## config.mk

```make
export PLATFORM = sky130hd
export DESIGN_NAME = ultrasonic_echo_ranger_core_flat
export DESIGN_NICKNAME = d
export VERILOG_FILES = /design/src/design/uer_pkg.sv /design/src/design/uer_in_if.sv /design/src/design/uer_out_if.sv /design/src/design/uer_cfg.sv /design/src/design/uer_ctrl.sv /design/src/design/uer_skid.sv /design/src/design/ultrasonic_echo_ranger_core.sv /design/src/flat_wrapper.sv
export VERILOG_INCLUDE_DIRS = /design/src /design/src/design
export SDC_FILE = /design/constraint.sdc
export NUM_CORES = 1
export LEC_CHECK = 0
export BUFFER_PORTS_ARGS = -buffer_cell sky130_fd_sc_hd__buf_2
export CAP_MARGIN = 10
export CORE_MARGIN = 2
export CORE_UTILIZATION = 55
export CTS_CLUSTER_SIZE = 8
export DETAILED_ROUTE_END_ITERATION = 10
export GPL_TIMING_DRIVEN = 0
export PLACE_DENSITY = 0.77
export SLEW_MARGIN = 10
export SYNTH_ARGS = -nofsm -noshare
export SYNTH_HDL_FRONTEND = slang
export SYNTH_SLANG_ARGS = --single-unit
```

## constraint.sdc

```tcl
create_clock -name clk -period 10.5 [get_ports clk]
set_clock_uncertainty 0.2 [all_clocks]
set_input_delay 1.575 -clock clk [delete_from_list [all_inputs] [get_ports clk]]
set_output_delay 1.575 -clock clk [all_outputs]
set_load 0.02 [all_outputs]
```

## src/design/ultrasonic_echo_ranger_core_macros.svh

```systemverilog
// Shared assertion macros for the echo ranger.
// Each one samples on clk and is disabled while rst_n is low.
`ifndef ULTRASONIC_ECHO_RANGER_CORE_MACROS_SVH
`define ULTRASONIC_ECHO_RANGER_CORE_MACROS_SVH

// Same-cycle implication.
`define UER_ASSERT_NOW(label, ante, cons, msg) \
  label: assert property (@(posedge clk) disable iff (!rst_n) (ante) |-> (cons)) \
    else $error(msg);

// Next-cycle implication.
`define UER_ASSERT_NEXT(label, ante, cons, msg) \
  label: assert property (@(posedge clk) disable iff (!rst_n) (ante) |=> (cons)) \
    else $error(msg);

`endif

```

## src/design/uer_pkg.sv

```systemverilog
package uer_pkg;

  localparam int TRIG_W    = 8;
  localparam int ELAPSED_W = 22;
  localparam int DIST_W    = 14;
  localparam int DATA_W    = 32;
  localparam int ADDR_W    = 3;

  localparam logic [ELAPSED_W-1:0] ELAPSED_MAX = '1;
  localparam logic [DIST_W-1:0]    DIST_MAX    = '1;

  localparam logic [TRIG_W-1:0]    TRIGGER_RST = 8'd11;
  localparam logic [ELAPSED_W-1:0] TIMEOUT_RST = 22'd1500000;

  // Register index = paddr[2]
  localparam logic REG_TRIGGER = 1'b0;
  localparam logic REG_TIMEOUT = 1'b1;

  typedef enum logic [1:0] {
    PH_IDLE,
    PH_TRIG,
    PH_WAIT,
    PH_MEAS
  } phase_t;

  typedef struct packed {
    logic [TRIG_W-1:0]    trigger_ticks;
    logic [ELAPSED_W-1:0] timeout_ticks;
  } cfg_t;

  typedef struct packed {
    logic              trigger_level;
    logic              busy_res;
    logic              done_res;
    logic              timed_out;
    logic [DIST_W-1:0] distance_mm;
  } res_t;

endpackage

```

## src/design/uer_in_if.sv

```systemverilog
interface uer_in_if;
  logic valid;
  logic ready;
  logic start_req;
  logic echo_level;

  modport source (output valid, output start_req, output echo_level, input ready);
  modport sink   (input valid, input start_req, input echo_level, output ready);
endinterface

```

## src/design/uer_out_if.sv

```systemverilog
interface uer_out_if;
  logic                      valid;
  logic                      ready;
  logic                      trigger_level;
  logic                      busy_res;
  logic                      done_res;
  logic                      timed_out;
  logic [uer_pkg::DIST_W-1:0] distance_mm;

  modport source (output valid, output trigger_level, output busy_res, output done_res,
                  output timed_out, output distance_mm, input ready);
  modport sink   (input valid, input trigger_level, input busy_res, input done_res,
                  input timed_out, input distance_mm, output ready);
endinterface

```

## src/design/uer_cfg.sv

```systemverilog
module uer_cfg (
  input  logic                       clk,
  input  logic                       rst_n,
  input  logic                       psel,
  input  logic                       penable,
  input  logic                       pwrite,
  input  logic [uer_pkg::ADDR_W-1:0] paddr,
  input  logic [uer_pkg::DATA_W-1:0] pwdata,
  output logic [uer_pkg::DATA_W-1:0] prdata,
  output logic                       pready,
  output uer_pkg::cfg_t              cfg
);

  uer_pkg::cfg_t cfg_r;
  logic          wr_en;
  logic          reg_sel;

  assign pready  = 1'b1;
  assign reg_sel = paddr[2];
  assign wr_en   = psel && penable && pwrite;
  assign cfg     = cfg_r;

  always_ff @(posedge clk) begin
    if (!rst_n) begin
      cfg_r.trigger_ticks <= uer_pkg::TRIGGER_RST;
      cfg_r.timeout_ticks <= uer_pkg::TIMEOUT_RST;
    end else if (wr_en) begin
      case (reg_sel)
        uer_pkg::REG_TRIGGER: cfg_r.trigger_ticks <= pwdata[uer_pkg::TRIG_W-1:0];
        uer_pkg::REG_TIMEOUT: cfg_r.timeout_ticks <= pwdata[uer_pkg::ELAPSED_W-1:0];
        default: ;
      endcase
    end
  end

  always_comb begin
    case (reg_sel)
      uer_pkg::REG_TRIGGER:
        prdata = {{(uer_pkg::DATA_W-uer_pkg::TRIG_W){1'b0}}, cfg_r.trigger_ticks};
      uer_pkg::REG_TIMEOUT:
        prdata = {{(uer_pkg::DATA_W-uer_pkg::ELAPSED_W){1'b0}}, cfg_r.timeout_ticks};
      default: prdata = '0;
    endcase
  end

endmodule

```

## src/design/uer_ctrl.sv

```systemverilog
`include "ultrasonic_echo_ranger_core_macros.svh"

module uer_ctrl #(
  parameter int ECHO_WIDTH_BITS = 16
) (
  input  logic          clk,
  input  logic          rst_n,
  input  logic          in_fire,
  input  logic          start_req,
  input  logic          echo_level,
  input  uer_pkg::cfg_t cfg,
  output uer_pkg::res_t res
);

  localparam int EW = uer_pkg::ELAPSED_W;
  localparam int DW = uer_pkg::DIST_W;

  uer_pkg::phase_t      phase_r, phase_nxt;
  logic [EW-1:0]        elapsed_r, elapsed_nxt, elapsed_inc;
  logic [ECHO_WIDTH_BITS-1:0] width_r, width_nxt;
  // width mod 10, and (width/10)*17 mod 10; mm_r = floor(floor(width/10)*17/10)
  logic [3:0]           r10_r, r10_nxt;
  logic [3:0]           rem_r, rem_nxt;
  logic [DW-1:0]        mm_r, mm_nxt, mm_step;
  logic [DW:0]          mm_sum;
  logic                 prev_r;
  logic                 rise, fall;
  logic                 done, tmo;
  logic [DW-1:0]        mm_out;

  assign rise        = echo_level && !prev_r;
  assign fall        = !echo_level && prev_r;
  assign elapsed_inc = elapsed_r + EW'(elapsed_r != uer_pkg::ELAPSED_MAX);
  assign mm_sum      = {1'b0, mm_r} + ((rem_r >= 4'd3) ? (DW+1)'(2) : (DW+1)'(1));
  assign mm_step     = (mm_sum > {1'b0, uer_pkg::DIST_MAX}) ? uer_pkg::DIST_MAX
                                                             : mm_sum[DW-1:0];

  always_comb begin
    phase_nxt   = phase_r;
    elapsed_nxt = elapsed_r;
    width_nxt   = width_r;
    r10_nxt     = r10_r;
    rem_nxt     = rem_r;
    mm_nxt      = mm_r;
    done        = 1'b0;
    tmo         = 1'b0;
    mm_out      = '0;
    case (phase_r)
      uer_pkg::PH_IDLE: begin
        if (start_req) begin
          phase_nxt   = uer_pkg::PH_TRIG;
          elapsed_nxt = EW'(1);
          width_nxt   = '0;
        end
      end
      uer_pkg::PH_TRIG: begin
        elapsed_nxt = elapsed_inc;
        if (elapsed_inc > {{(EW-uer_pkg::TRIG_W){1'b0}}, cfg.trigger_ticks}) begin
          phase_nxt = uer_pkg::PH_WAIT;
        end
      end
      uer_pkg::PH_WAIT: begin
        elapsed_nxt = elapsed_inc;
        if (rise) begin
          phase_nxt = uer_pkg::PH_MEAS;
          width_nxt = ECHO_WIDTH_BITS'(1);
          r10_nxt   = 4'd1;
          rem_nxt   = 4'd0;
          mm_nxt    = '0;
        end
      end
      uer_pkg::PH_MEAS: begin
        elapsed_nxt = elapsed_inc;
        if (echo_level) begin
          if (width_r != {ECHO_WIDTH_BITS{1'b1}}) begin
            width_nxt = width_r + ECHO_WIDTH_BITS'(1);
            if (r10_r == 4'd9) begin
              // quotient steps: add 17 to the scaled value
              r10_nxt = 4'd0;
              rem_nxt = (rem_r >= 4'd3) ? rem_r - 4'd3 : rem_r + 4'd7;
              mm_nxt  = mm_step;
            end else begin
              r10_nxt = r10_r + 4'd1;
            end
          end
        end else if (fall) begin
          done      = 1'b1;
          mm_out    = mm_r;
          phase_nxt = uer_pkg::PH_IDLE;
        end
      end
      default: phase_nxt = uer_pkg::PH_IDLE;
    endcase
    if (phase_r != uer_pkg::PH_IDLE && !done && elapsed_inc >= cfg.timeout_ticks) begin
      done      = 1'b1;
      tmo       = 1'b1;
      phase_nxt = uer_pkg::PH_IDLE;
    end
  end

  always_ff @(posedge clk) begin
    if (!rst_n) begin
      phase_r   <= uer_pkg::PH_IDLE;
      elapsed_r <= '0;
      width_r   <= '0;
      r10_r     <= '0;
      rem_r     <= '0;
      mm_r      <= '0;
      prev_r    <= 1'b0;
    end else if (in_fire) begin
      phase_r   <= phase_nxt;
      elapsed_r <= elapsed_nxt;
      width_r   <= width_nxt;
      r10_r     <= r10_nxt;
      rem_r     <= rem_nxt;
      mm_r      <= mm_nxt;
      prev_r    <= echo_level;
    end
  end

  assign res.trigger_level = (phase_nxt == uer_pkg::PH_TRIG);
  assign res.busy_res      = (phase_nxt != uer_pkg::PH_IDLE);
  assign res.done_res      = done;
  assign res.timed_out     = tmo;
  assign res.distance_mm   = mm_out;

  `UER_ASSERT_NOW(a_digit_range, 1'b1, r10_r < 4'd10 && rem_r < 4'd10, "decade digit out of range")
  `UER_ASSERT_NEXT(a_state_hold, !in_fire, $stable(phase_r) && $stable(elapsed_r), "state moved without a tick")
  `UER_ASSERT_NOW(a_done_idle, in_fire && done, !res.busy_res && !res.trigger_level, "done while still busy")

endmodule

```

## src/design/uer_skid.sv

```systemverilog
`include "ultrasonic_echo_ranger_core_macros.svh"

module uer_skid (
  input  logic          clk,
  input  logic          rst_n,
  input  logic          push,
  input  uer_pkg::res_t push_data,
  output logic          can_push,
  output logic          out_valid,
  input  logic          out_ready,
  output uer_pkg::res_t out_data
);

  logic          main_v_r, skid_v_r;
  uer_pkg::res_t main_d_r, skid_d_r;
  logic          main_free;

  assign can_push  = !skid_v_r;
  assign main_free = !main_v_r || out_ready;
  assign out_valid = main_v_r;
  assign out_data  = main_d_r;

  always_ff @(posedge clk) begin
    if (!rst_n) begin
      main_v_r <= 1'b0;
      skid_v_r <= 1'b0;
    end else if (main_free) begin
      if (skid_v_r) begin
        main_v_r <= 1'b1;
        skid_v_r <= 1'b0;
      end else begin
        main_v_r <= push;
      end
    end else if (push) begin
      skid_v_r <= 1'b1;
    end
  end

  always_ff @(posedge clk) begin
    if (main_free) begin
      main_d_r <= skid_v_r ? skid_d_r : push_data;
    end else if (push) begin
      skid_d_r <= push_data;
    end
  end

  `UER_ASSERT_NOW(a_skid_behind_main, skid_v_r, main_v_r, "skid entry without a head entry")
  `UER_ASSERT_NEXT(a_skid_drains, skid_v_r && out_ready, !skid_v_r, "skid entry not drained")

endmodule

```

## src/design/ultrasonic_echo_ranger_core.sv

```systemverilog
// Output: the result of an accepted tick is registered into the output buffer and shown on out_ch from there.
// Throughput: one tick per cycle; in_ch.ready stays high unless the two-entry
//   output buffer is full, so it drops only after a stall of out_ch.ready.
// Reset: synchronous on rst_n low; idle phase, counters cleared, buffer empty,
//   trigger_ticks = 11 and timeout_ticks = 1500000.
module ultrasonic_echo_ranger_core #(
  parameter int ECHO_WIDTH_BITS = 16
) (
  input  logic                       clk,
  input  logic                       rst_n,
  uer_in_if.sink                     in_ch,
  uer_out_if.source                  out_ch,
  input  logic                       psel,
  input  logic                       penable,
  input  logic                       pwrite,
  input  logic [uer_pkg::ADDR_W-1:0] paddr,
  input  logic [uer_pkg::DATA_W-1:0] pwdata,
  output logic [uer_pkg::DATA_W-1:0] prdata,
  output logic                       pready
);

  // Register block; writes land at once and are seen by the next tick.
  uer_pkg::cfg_t cfg;
  uer_pkg::res_t res;
  uer_pkg::res_t out_data;
  logic          can_push;
  logic          in_fire;

  uer_cfg u_cfg (
    .clk     (clk),
    .rst_n   (rst_n),
    .psel    (psel),
    .penable (penable),
    .pwrite  (pwrite),
    .paddr   (paddr),
    .pwdata  (pwdata),
    .prdata  (prdata),
    .pready  (pready),
    .cfg     (cfg)
  );

  // Every tick transaction is one step of the ranging sequencer.
  assign in_ch.ready = can_push;
  assign in_fire     = in_ch.valid && can_push;

  // Sequencer: phase, elapsed count, echo width and a running distance.
  // The distance is tracked with decade counters as the width grows, so no
  // divider sits on the result path.
  uer_ctrl #(
    .ECHO_WIDTH_BITS (ECHO_WIDTH_BITS)
  ) u_ctrl (
    .clk        (clk),
    .rst_n      (rst_n),
    .in_fire    (in_fire),
    .start_req  (in_ch.start_req),
    .echo_level (in_ch.echo_level),
    .cfg        (cfg),
    .res        (res)
  );

  // Output register plus skid entry: ready toward the input never depends
  // combinationally on out_ch.ready.
  uer_skid u_skid (
    .clk       (clk),
    .rst_n     (rst_n),
    .push      (in_fire),
    .push_data (res),
    .can_push  (can_push),
    .out_valid (out_ch.valid),
    .out_ready (out_ch.ready),
    .out_data  (out_data)
  );

  assign out_ch.trigger_level = out_data.trigger_level;
  assign out_ch.busy_res      = out_data.busy_res;
  assign out_ch.done_res      = out_data.done_res;
  assign out_ch.timed_out     = out_data.timed_out;
  assign out_ch.distance_mm   = out_data.distance_mm;

endmodule
```

## src/flat_wrapper.sv

```systemverilog
// flat-port wrapper written by rule: the top's interface ports become plain ports
module ultrasonic_echo_ranger_core_flat 
#(
  parameter int ECHO_WIDTH_BITS = 16
)
  (clk, rst_n, psel, penable, pwrite, paddr, pwdata, prdata, pready, in_ch_valid, in_ch_start_req, in_ch_echo_level, in_ch_ready, out_ch_valid, out_ch_trigger_level, out_ch_busy_res, out_ch_done_res, out_ch_timed_out, out_ch_distance_mm, out_ch_ready);
  uer_in_if in_ch_i ();
  uer_out_if out_ch_i ();
  input  logic clk;
  input  logic rst_n;
  input  logic psel;
  input  logic penable;
  input  logic pwrite;
  input  logic [uer_pkg::ADDR_W-1:0] paddr;
  input  logic [uer_pkg::DATA_W-1:0] pwdata;
  output logic [uer_pkg::DATA_W-1:0] prdata;
  output logic pready;
  input wire logic [$bits(in_ch_i.valid)-1:0] in_ch_valid;
  input wire logic [$bits(in_ch_i.start_req)-1:0] in_ch_start_req;
  input wire logic [$bits(in_ch_i.echo_level)-1:0] in_ch_echo_level;
  output wire logic [$bits(in_ch_i.ready)-1:0] in_ch_ready;
  output wire logic [$bits(out_ch_i.valid)-1:0] out_ch_valid;
  output wire logic [$bits(out_ch_i.trigger_level)-1:0] out_ch_trigger_level;
  output wire logic [$bits(out_ch_i.busy_res)-1:0] out_ch_busy_res;
  output wire logic [$bits(out_ch_i.done_res)-1:0] out_ch_done_res;
  output wire logic [$bits(out_ch_i.timed_out)-1:0] out_ch_timed_out;
  output wire logic [$bits(out_ch_i.distance_mm)-1:0] out_ch_distance_mm;
  input wire logic [$bits(out_ch_i.ready)-1:0] out_ch_ready;
  assign in_ch_i.valid = in_ch_valid;
  assign in_ch_i.start_req = in_ch_start_req;
  assign in_ch_i.echo_level = in_ch_echo_level;
  assign in_ch_ready = in_ch_i.ready;
  assign out_ch_valid = out_ch_i.valid;
  assign out_ch_trigger_level = out_ch_i.trigger_level;
  assign out_ch_busy_res = out_ch_i.busy_res;
  assign out_ch_done_res = out_ch_i.done_res;
  assign out_ch_timed_out = out_ch_i.timed_out;
  assign out_ch_distance_mm = out_ch_i.distance_mm;
  assign out_ch_i.ready = out_ch_ready;
  ultrasonic_echo_ranger_core #(.ECHO_WIDTH_BITS(ECHO_WIDTH_BITS)) u_core (.clk(clk), .rst_n(rst_n), .in_ch(in_ch_i), .out_ch(out_ch_i), .psel(psel), .penable(penable), .pwrite(pwrite), .paddr(paddr), .pwdata(pwdata), .prdata(prdata), .pready(pready));
endmodule
```

# Word level (Yosys, flattened, before mapping)
# Index checks and enable logic that the tools add are counted.
word_totals:
  reg_bits: 131
op_classes:
  add_sub_neg: 6
  order_cmp: 4
  eq_ne: 12
  n_mux: 43
  n_bitwise: 3
  reduce_logical: 27
ops:
  columns: ["operator", "n"]
  rows:
  - ["2-to-1 mux 14 bit", 8]
  - ["2-to-1 mux 16 bit", 4]
  - ["one-hot mux 32 bit (2 select lines)", 1]
  - ["one-hot mux 16 bit (3 select lines)", 1]
  - ["one-hot mux 22 bit (2 select lines)", 1]
  - ["2-to-1 mux 4 bit", 9]
  - ["one-hot mux 14 bit (2 select lines)", 1]
  - ["adder 22 x 1 -> 22 bit", 1]
  - [">= comparator 22 bit", 1]
  - ["greater-than comparator 22 x 8 -> 1 bit", 1]
  - ["2-to-1 mux 22 bit", 1]
  - ["!= test 22 bit, second input constant", 1]
  - ["2-to-1 mux 18 bit", 1]
  - ["adder 16 x 1 -> 16 bit, second input constant", 1]
  - ["!= test 16 bit, second input constant", 1]
  - ["one-hot mux 4 bit (2 select lines)", 2]
  - ["adder 14 x 2 -> 15 bit", 1]
  - ["greater-than comparator 15 x 14 -> 1 bit, second input constant", 1]
  - ["2-to-1 mux 2 bit", 7]
  - ["AND reduction 6 bit", 2]
  - ["!= test 2 bit, second input constant", 5]
  - ["one-hot mux 2 bit (4 select lines)", 1]
  - ["AND reduction 2 bit", 4]
  - ["logical AND 1 bit", 7]
  - ["17 further kinds", 32]

# Depth between registers and ports, before layout
# Gate-level depths: netlist of run 1.
depth:
  word_depth: 11
  mapped_depth: 20
  depth_no_buf: 16

# Hierarchy
# A second synthesis of run 1 with hierarchy kept.
hier_totals:
  cells_unflattened: 844
  area_unflattened_um2: 7838.8
modules_own_cells:
  columns: ["module", "instances", "cells_each", "area_each_um2"]
  rows:
  - ["uer_ctrl", 1, 611, 4812.1]
  - ["uer_cfg", 1, 167, 1562.7]
  - ["uer_skid", 1, 65, 1457.6]
  - ["ultrasonic_echo_ranger_core", 1, 1, 6.3]

# Worst setup path before layout of run 1
# Ideal clock, no wire load.
synth_timing:
  path_type: "input to output"
  startpoint: "input port paddr[2] in the netlist's numbering"
  endpoint: "output port prdata[11] in the netlist's numbering"
  arrival_ns: 2.473
  slack_ns: 6.252
  stages: 4
  path_cell_list: "clkbuf_1 > inv_1 > clkbuf_1 > nor2_1"
synth_between:
  elab_chain_len: 2
synth_lines:
  columns: ["item", "line_no", "source"]
  rows:
  - ["from (decl)", "flat_wrapper.sv:14", "input logic [uer_pkg::ADDR_W-1:0] paddr;"]
  - ["inverter 1 bit", null, null]
  - ["one-hot mux 32 bit (2 select lines) (*)", "uer_cfg.sv:37", "case (reg_sel)"]
  - ["to (decl)", "flat_wrapper.sv:16", "output logic [uer_pkg::DATA_W-1:0] prdata;"]
# Mark *: on every way between the ends. The rest lies on a longest branch, timed or not. The select of a mux whose other input is x is not followed.

==> run summary, run 1 <==
status: finished clean
maximum clock path buffer count: 2
Die Ht: 119 um
layout cells sized above 1: 16.9%
Final Hold Viols: 0
Worst VDD drop: 0.000130 V
DRT Wirelength: 17.2 mm
die area: 14200 um2
Hold Crit Depth: 2
Fillers: 1098
Cell Rows: 42
Worst R2R Start: u_core.u_ctrl.elapsed_r[16]
syn avg cell area: 8.74 um2
Iteration-0 DRC Markers: 520
HP Class: flop to flop
vias in the first global route: 5583
Final period util: 49.1%
Cell Pwr Density: 141 nW/um2
min Tclk post-route: 5.16 ns
IO Count: 97
RSZ-0062 raised after global routing: no
number of flops mapped to enable cells by yosys: 36
Reg2Reg Depth: 18
achievable frequency: 194 MHz
CTS H-tree depth: 4
Ys Warns: 0
gr usage total: 24.3%
Worst EP arrival: 5.13 ns
total gr overflow: 0
Max-slew headroom: 34.6%
Synth Cell Area: 7290 um2
CTS resizes: 0
DR vias/cell: 5.59
Clock Pin Slew Worst Setup and Hold Paths: 0.06 ns
measured slew at the worst slew-check pin: 0.980 ns
WP data required: 10.47 ns
top_reg_cell synth: dfxtp_1
R2R setup slack: 5.34 ns
Worst Setup End Kind: flop
CTS Buf Count: 17
Netlist cell types: 66
Remaining DRCs: 0
Via Count: 6273
Clock Sinks: 131
asr flop ratio synth: 0%
n_diodes: 0
clock latency at the later pin of the worst-skew pair: 0.43 ns
reg-to-reg critical path endpoint: u_core.u_skid.out_data[15]
sequential fraction of the synthesis area: 40.9%
IO Port Bufs: 71
hold buffers post-CTS: 0
Starting Density: 55.7%
MaxCap Viol Count: 0
crit-path max FO: 9
#FFs+latches synth: 131
Die Wd: 119 um
root buf cell: clkbuf_16
crit path kind: flop to flop
area added between synthesis and finish: 15.9%
largest net degree at the start of global routing: 22
initial antenna violation count: 0
Post-DRT Antenna Nets: 0
Nets: 1017
Hold Path Sink: u_core.u_cfg.cfg[27]
drt pass-1 iters: 6
setup TNS: 0 ns
# setup viols final: 0
cell count after synthesis: 834
count of pins over their slew limit: 0
placed wire-length estimate: 12.4 mm
setup repair bufs after CTS: 0
hold wc startpoint: u_core.u_cfg.cfg[27]
first-pass GRT wire length: 27.4 mm
placer's final routability congestion estimate: 0.888
Leak: 3.38 nW
Wirelength per Cell: 15.4 um
CTS tree: yes
core box area: 13100 um2
final core occ: 64.6%
startpoint class of the critical path: flop
cell usage in the layout, fill, tap and decap left out, types with 5 or more instances in the layout:
| cell | netlist | final |
|---|---|---|
| clkbuf_1 | 35 | 36 |
| nor2b_1 | 26 | 26 |
| o21ai_0 | 33 | 33 |
| nand2_1 | 111 | 111 |
| clkinvlp_4 | 0 | 5 |
| xnor2_1 | 23 | 23 |
| edfxtp_1 | 36 | 36 |
| nand2b_1 | 10 | 10 |
| clkbuf_16 | 0 | 17 |
| a211oi_1 | 5 | 5 |
| xor2_1 | 15 | 15 |
| mux2_2 | 17 | 17 |
| a22oi_1 | 15 | 15 |
| or3_1 | 8 | 8 |
| dfxtp_1 | 95 | 95 |
| o221a_2 | 8 | 8 |
| buf_4 | 11 | 11 |
| nor4_1 | 7 | 7 |
| a21oi_1 | 37 | 37 |
| and3_1 | 7 | 7 |
| a21boi_0 | 22 | 22 |
| a31oi_1 | 6 | 6 |
| ha_1 | 39 | 39 |
| inv_1 | 44 | 44 |
| nor3_1 | 20 | 20 |
| nand3_1 | 24 | 24 |
| nor2_1 | 61 | 60 |
| nand4_1 | 18 | 18 |
| buf_2 | 5 | 76 |
| o211ai_1 | 14 | 14 |
| and2_1 | 20 | 20 |
| and4_1 | 6 | 6 |
| inv_6 | 0 | 6 |
| conb_1 | 2 | 11 |
layer usage:
metal | wire length [um] | track usage [%]
met1 | 8200 | 35.2
met2 | 7720 | 36.9
met3 | 1060 | 4.50
met4 | 264 | 7.59
met5 | 0 | 0
power by group:
part	total, W	switching [W]	internal [W]
Sequential	0.000535	0.00000493	0.000530
Combinational	0.000101	0.0000675	0.0000338
Clock	0.000553	0.000245	0.000308
final cells by class:
class / count / area [um2] / area share, %
Buffer: 55 / 263 / 3.11
Clock buffer: 18 / 429 / 5.08
Clock inverter: 14 / 118 / 1.39
Inverter: 45 / 169 / 2.00
Multi-Input combinational cell: 612 / 3910 / 46.3
Sequential cell: 131 / 2980 / 35.3
Tap cell: 176 / 220 / 2.61
Timing Repair Buffer: 71 / 355 / 4.21
synthesized netlist by cell type (8+ instances only):
cell,count,area (um2)
or3_1,8,50.1
nor3_1,20,100
nand2b_1,10,62.6
clkbuf_1,35,131
o211ai_1,14,105
ha_1,39,488
o221a_2,8,90.1
a21boi_0,22,165
xor2_1,15,131
edfxtp_1,36,1080
mux2_2,17,191
a22oi_1,15,113
a21oi_1,37,185
dfxtp_1,95,1900
nor2_1,61,229
and2_1,20,125
o21ai_0,33,165
nand2_1,111,417
nand4_1,18,113
buf_4,11,82.6
xnor2_1,23,201
nand3_1,24,120
nor2b_1,26,163
inv_1,44,165
worst max-delay path: stages (launching register included):
cell and delay [ns]:
dfxtp_1 0.29, clkbuf_1 0.18, and4_1 0.28, and3_1 0.22, nand4_1 0.12, ha_1 0.16, clkbuf_1 0.40, nand4_1 0.24
nor4_2 0.41, nand2_1 0.18, xnor2_1 0.25, ha_1 0.31, a21oi_1 0.14, nor2_1 0.06, a2111oi_0 0.35, a32o_1 0.31
a21oi_1 0.19, or2_2 0.35, mux2_2 0.27
worst max path at each step:
| stage | start | to | slack, ns | depth (start not counted) |
|---|---|---|---|---|
| 2_1_floorplan | paddr[2] | prdata[11] | 6.25 | 4 |
| 3_3_place_gp | u_core.u_ctrl.elapsed_r[16] | u_core.u_skid.out_data[15] | 5.54 | 18 |
| 3_5_place_dp | u_core.u_ctrl.elapsed_r[16] | u_core.u_skid.out_data[15] | 5.51 | 18 |
| 4_1_cts | u_core.u_ctrl.elapsed_r[16] | u_core.u_skid.out_data[15] | 5.41 | 18 |
| 5_1_grt | u_core.u_ctrl.elapsed_r[16] | u_core.u_skid.out_data[15] | 4.94 | 18 |
| 6_report | u_core.u_ctrl.elapsed_r[16] | u_core.u_skid.out_data[15] | 5.34 | 18 |
kinds of logic (layout without fill, tap and decap cells):
kind of cell	count (synthesis)	in the layout	share of synthesized area, %
simple gates	340	340	23.6
flops	131	131	40.9
mux	18	18	2.78
compound gates	165	165	15.1
xor+xnor	38	38	4.56
other cells	2	11	0.103
buf+inv	100	203	5.92
fa+ha+maj	40	40	6.97
sequential cells by signal (all words and copies together) (netlist names):
name and cells:
u_core.u_ctrl.mm_r 14, u_core.u_ctrl.phase_r 2, u_core.u_skid.out_valid 1, u_core.u_ctrl.width_r 16, u_core.u_skid.skid_v_r 1, u_core.u_cfg.cfg 30
u_core.u_ctrl.r10_r 4, u_core.u_ctrl.prev_r 1, u_core.u_skid.skid_d_r 18, u_core.u_ctrl.rem_r 4, u_core.u_ctrl.elapsed_r 22, u_core.u_skid.out_data 18
through the flow:
stage	cells	power (W)	setup WS, ns	cell area, um2	hold slack [ns]
after floorplan	843	0.000612	6.25	7320	0.243
after global placement	1090	0.000644	5.54	7900	0.253
after detailed placement	1090	0.000646	5.51	7900	0.260
after CTS	1122	0.00119	5.41	8450	0.268
after global routing	1122	0.00123	4.94	8450	0.299
final	1122	0.00119	5.34	8450	0.267
Power figures use the tool's default switching activity.
==> run 2: changes to the inputs <==
--- a/config.mk
+++ b/config.mk
@@ -9,7 +9,7 @@
 export BUFFER_PORTS_ARGS = -buffer_cell sky130_fd_sc_hd__buf_2
 export CAP_MARGIN = 10
 export CORE_MARGIN = 2
-export CORE_UTILIZATION = 55
+export CORE_UTILIZATION = 53
 export CTS_CLUSTER_SIZE = 8
 export DETAILED_ROUTE_END_ITERATION = 10
 export GPL_TIMING_DRIVEN = 0
==> constraint.sdc (replaced) <==
create_clock -name clk -period 4.45 [get_ports clk]
set_clock_uncertainty 0.2 [all_clocks]
set_input_delay 0.6675 -clock clk [delete_from_list [all_inputs] [get_ports clk]]
set_output_delay 0.6675 -clock clk [all_outputs]
set_load 0.02 [all_outputs]
==> run 2 against run 1 <==
Design area is 3.9% higher. Sequential share of layout area is 1.2 points lower. Clock power grew to 2.5 times the previous value. Maximum frequency is 18% higher. Count of clock-buffer cells in the layout is 1 higher. Power is 150% higher. Combinational power is 150% higher. Die area is 3.6% higher. Hold slack worse by 0.0035 ns. Via count is 1.8% higher. Utilization is 1.2 points higher. Largest power group unchanged.
==> run summary, run 2 (synthesis results as in run 1) <==
Remaining DRCs: 0 (unchanged)
gr usage total: 24.4% (+0.058 points)
CTS Buf Count: 17 (unchanged)
Clock Sinks: 131 (unchanged)
CP peak stage delay: 0.37 ns (-0.04 ns)
Final period util: 98.1% (+49 points)
max FFs per register: 30 (unchanged)
Post-DRT Antenna Nets: 0 (unchanged)
IO Count: 97 (unchanged)
Iteration-0 DRC Markers: 601 (+16%)
placed wire-length estimate: 12.2 mm (-1.5%)
Cell Rows: 42 (unchanged)
crit-path max FO: 7 (-2)
IO Port Bufs: 71 (unchanged)
area added between synthesis and finish: 20.4%
startpoint class of the critical path: flop
CP Cell Sequence: clkbuf_4, nand4_1, nor4_4, nand4_1, buf_4, ha_4, nand4_1, nor3_4, nand3_1, xnor2_2, ha_1, o21a_1, o21a_1, o21ai_0, a32o_2, a21oi_4, or2_2, mux2_2
HP Class: flop to flop
Max-slew headroom: 35.8% (+1.2 points)
crit path kind: flop to flop
achievable frequency: 229 MHz (+18%)
placed inst area: 7900 um2 (unchanged)
setup TNS: 0 ns (unchanged)
drt pass-1 iters: 5 (-1)
core box area: 13300 um2 (+2.0%)
final core occ: 65.8% (+1.2 points)
measured slew at the worst slew-check pin: 0.963 ns (-0.0173 ns)
WP data required: 4.42 ns (-6.05 ns)
count of pins over their slew limit: 0 (unchanged)
vias in the first global route: 5668 (+1.5%)
Worst Setup End Kind: flop
DRT Wirelength: 17.6 mm (+2.3%)
Worst VDD drop: 0.000276 V (+110%)
total gr overflow: 0 (unchanged)
clock latency at the later pin of the worst-skew pair: 0.43 ns (about the same)
commonest non-fill, non-tap cell in the layout: nand2_1
Starting Density: 54.6% (-1.1 points)
multi-input logic area: 4090 um2 (+4.5%)
placer's final routability congestion estimate: 0.920 (+3.6%)
maximum clock path buffer count: 2 (unchanged)
Worst EP arrival: 4.34 ns (-0.79 ns)
Die Ht: 121 um (+1.8%)
CTS tree: yes
root buf cell: clkbuf_16
Clock Pin Slew Worst Setup and Hold Paths: 0.06 ns (about the same)
MaxCap Viol Count: 0 (unchanged)
cell mode on critical path: nand4_1
first-pass GRT wire length: 28.2 mm (+3.0%)
CP Depth: 18 (unchanged)
Wirelength per Cell: 15.6 um (+1.5%)
DR vias/cell: 5.65 (+1.1%)
sequential cell area: 2990 um2 (+0.38%)
final hold slack: 0.263 ns (-0.00354 ns)
Die Wd: 121 um (+1.8%)
Via Count: 6387 (+1.8%)
Leak: 3.60 nW (+6.7%)
initial antenna violation count: 0 (unchanged)
Reg2Reg Depth: 18 (unchanged)
Final Hold Viols: 0 (unchanged)
Hold Crit Depth: 2 (unchanged)
crit-path leading delay family: simple AND/OR/NAND/NOR gates
n_diodes: 0 (unchanged)
Cell Pwr Density: 333 nW/um2 (+140%)
status: finished clean
layout cells sized above 1: 21.6% (+4.7 points)
min Tclk post-route: 4.37 ns (-0.794 ns)
Bufs and invs on worst path: 2 (unchanged)
Fillers: 1086 (-1.1%)
hold buffers post-CTS: 0 (unchanged)
post-route cell area: 8780 um2 (+3.9%)
CP max stage cell: nor4_4
# setup viols final: 0 (unchanged)
Nets: 1025 (+0.79%)
setup ws final: 0.0835 ns (-5.26 ns)
die area: 14700 um2 (+3.6%)
CTS H-tree depth: 4 (unchanged)
commonest non-fill, non-tap cells in the layout: nand2_1 (107), dfxtp_1 (86), buf_2 (74)
pre-CTS setup slack: -0.554 ns (-6.06 ns)
largest net degree at the start of global routing: 22 (unchanged)
run 2: changes by cell type in the layout (fill, tap and decap cells not counted), moves of 5 or more:
cell	before	now
buf_4	11	25
dfxtp_1	95	86
xnor2_1	23	18
dfxtp_2	0	9
xnor2_2	0	5
clkbuf_1	36	29
run 2: area by class of cell:
class	instances	share of cell area, %
Tap cell	176	2.51
Clock buffer	19	5.16
Multi-Input combinational cell	612	46.6
Sequential cell	131	34.1
Timing Repair Buffer	85	5.24
Inverter	45	1.92
Clock inverter	13	1.67
Buffer	49	2.84
run 2: stage by stage:
| stage | power [W] | cells |
|---|---|---|
| 2_1_floorplan | 0.00144 | 843 |
| 3_3_place_gp | 0.00152 | 1090 |
| 3_5_place_dp | 0.00152 | 1090 |
| 4_1_cts | 0.00292 | 1120 |
| 5_1_grt | 0.00302 | 1130 |
| 6_report | 0.00292 | 1130 |
run 2: per-layer routing:
| metal | GRT usage, % | part of all wire (%) |
|---|---|---|
| met5 | 0 | 0 |
| met4 | 8.55 | 1.8 |
| met3 | 5.31 | 6.2 |
| met2 | 36.4 | 45 |
| met1 | 34.9 | 47 |
run 2: repair_timing:
| item | CTS | global route |
|---|---|---|
| pin swaps | 4 | 15 |
| gates resized for setup | 16 | 28 |
| endpoints found under the setup margin | 10 | 7 |
| setup buffers | 2 | 12 |
run 2: tightest hold or removal path, cell delays in order, from the launching register on:
cell and delay [ns]:
dfxtp_1 0.31, nand2_1 0.04, a21boi_0 0.06
run 2: worst paths after layout:
path                                            startpoint                    endpoint  slack [ns]
worst max-delay path            u_core.u_ctrl.elapsed_r[7]  u_core.u_skid.out_data[15]        0.08
worst min-delay path                  u_core.u_cfg.cfg[24]        u_core.u_cfg.cfg[24]        0.26
worst max register to register  u_core.u_ctrl.elapsed_r[7]  u_core.u_skid.out_data[15]        0.08
worst min register to register        u_core.u_cfg.cfg[24]        u_core.u_cfg.cfg[24]        0.26
run 2: where the power goes:
| part | total [W] | switching [W] | internal, W |
|---|---|---|---|
| clock network | 0.00141 | 0.000547 | 0.000861 |
| logic | 0.000251 | 0.000163 | 0.0000874 |
| registers | 0.00126 | 0.0000124 | 0.00125 |
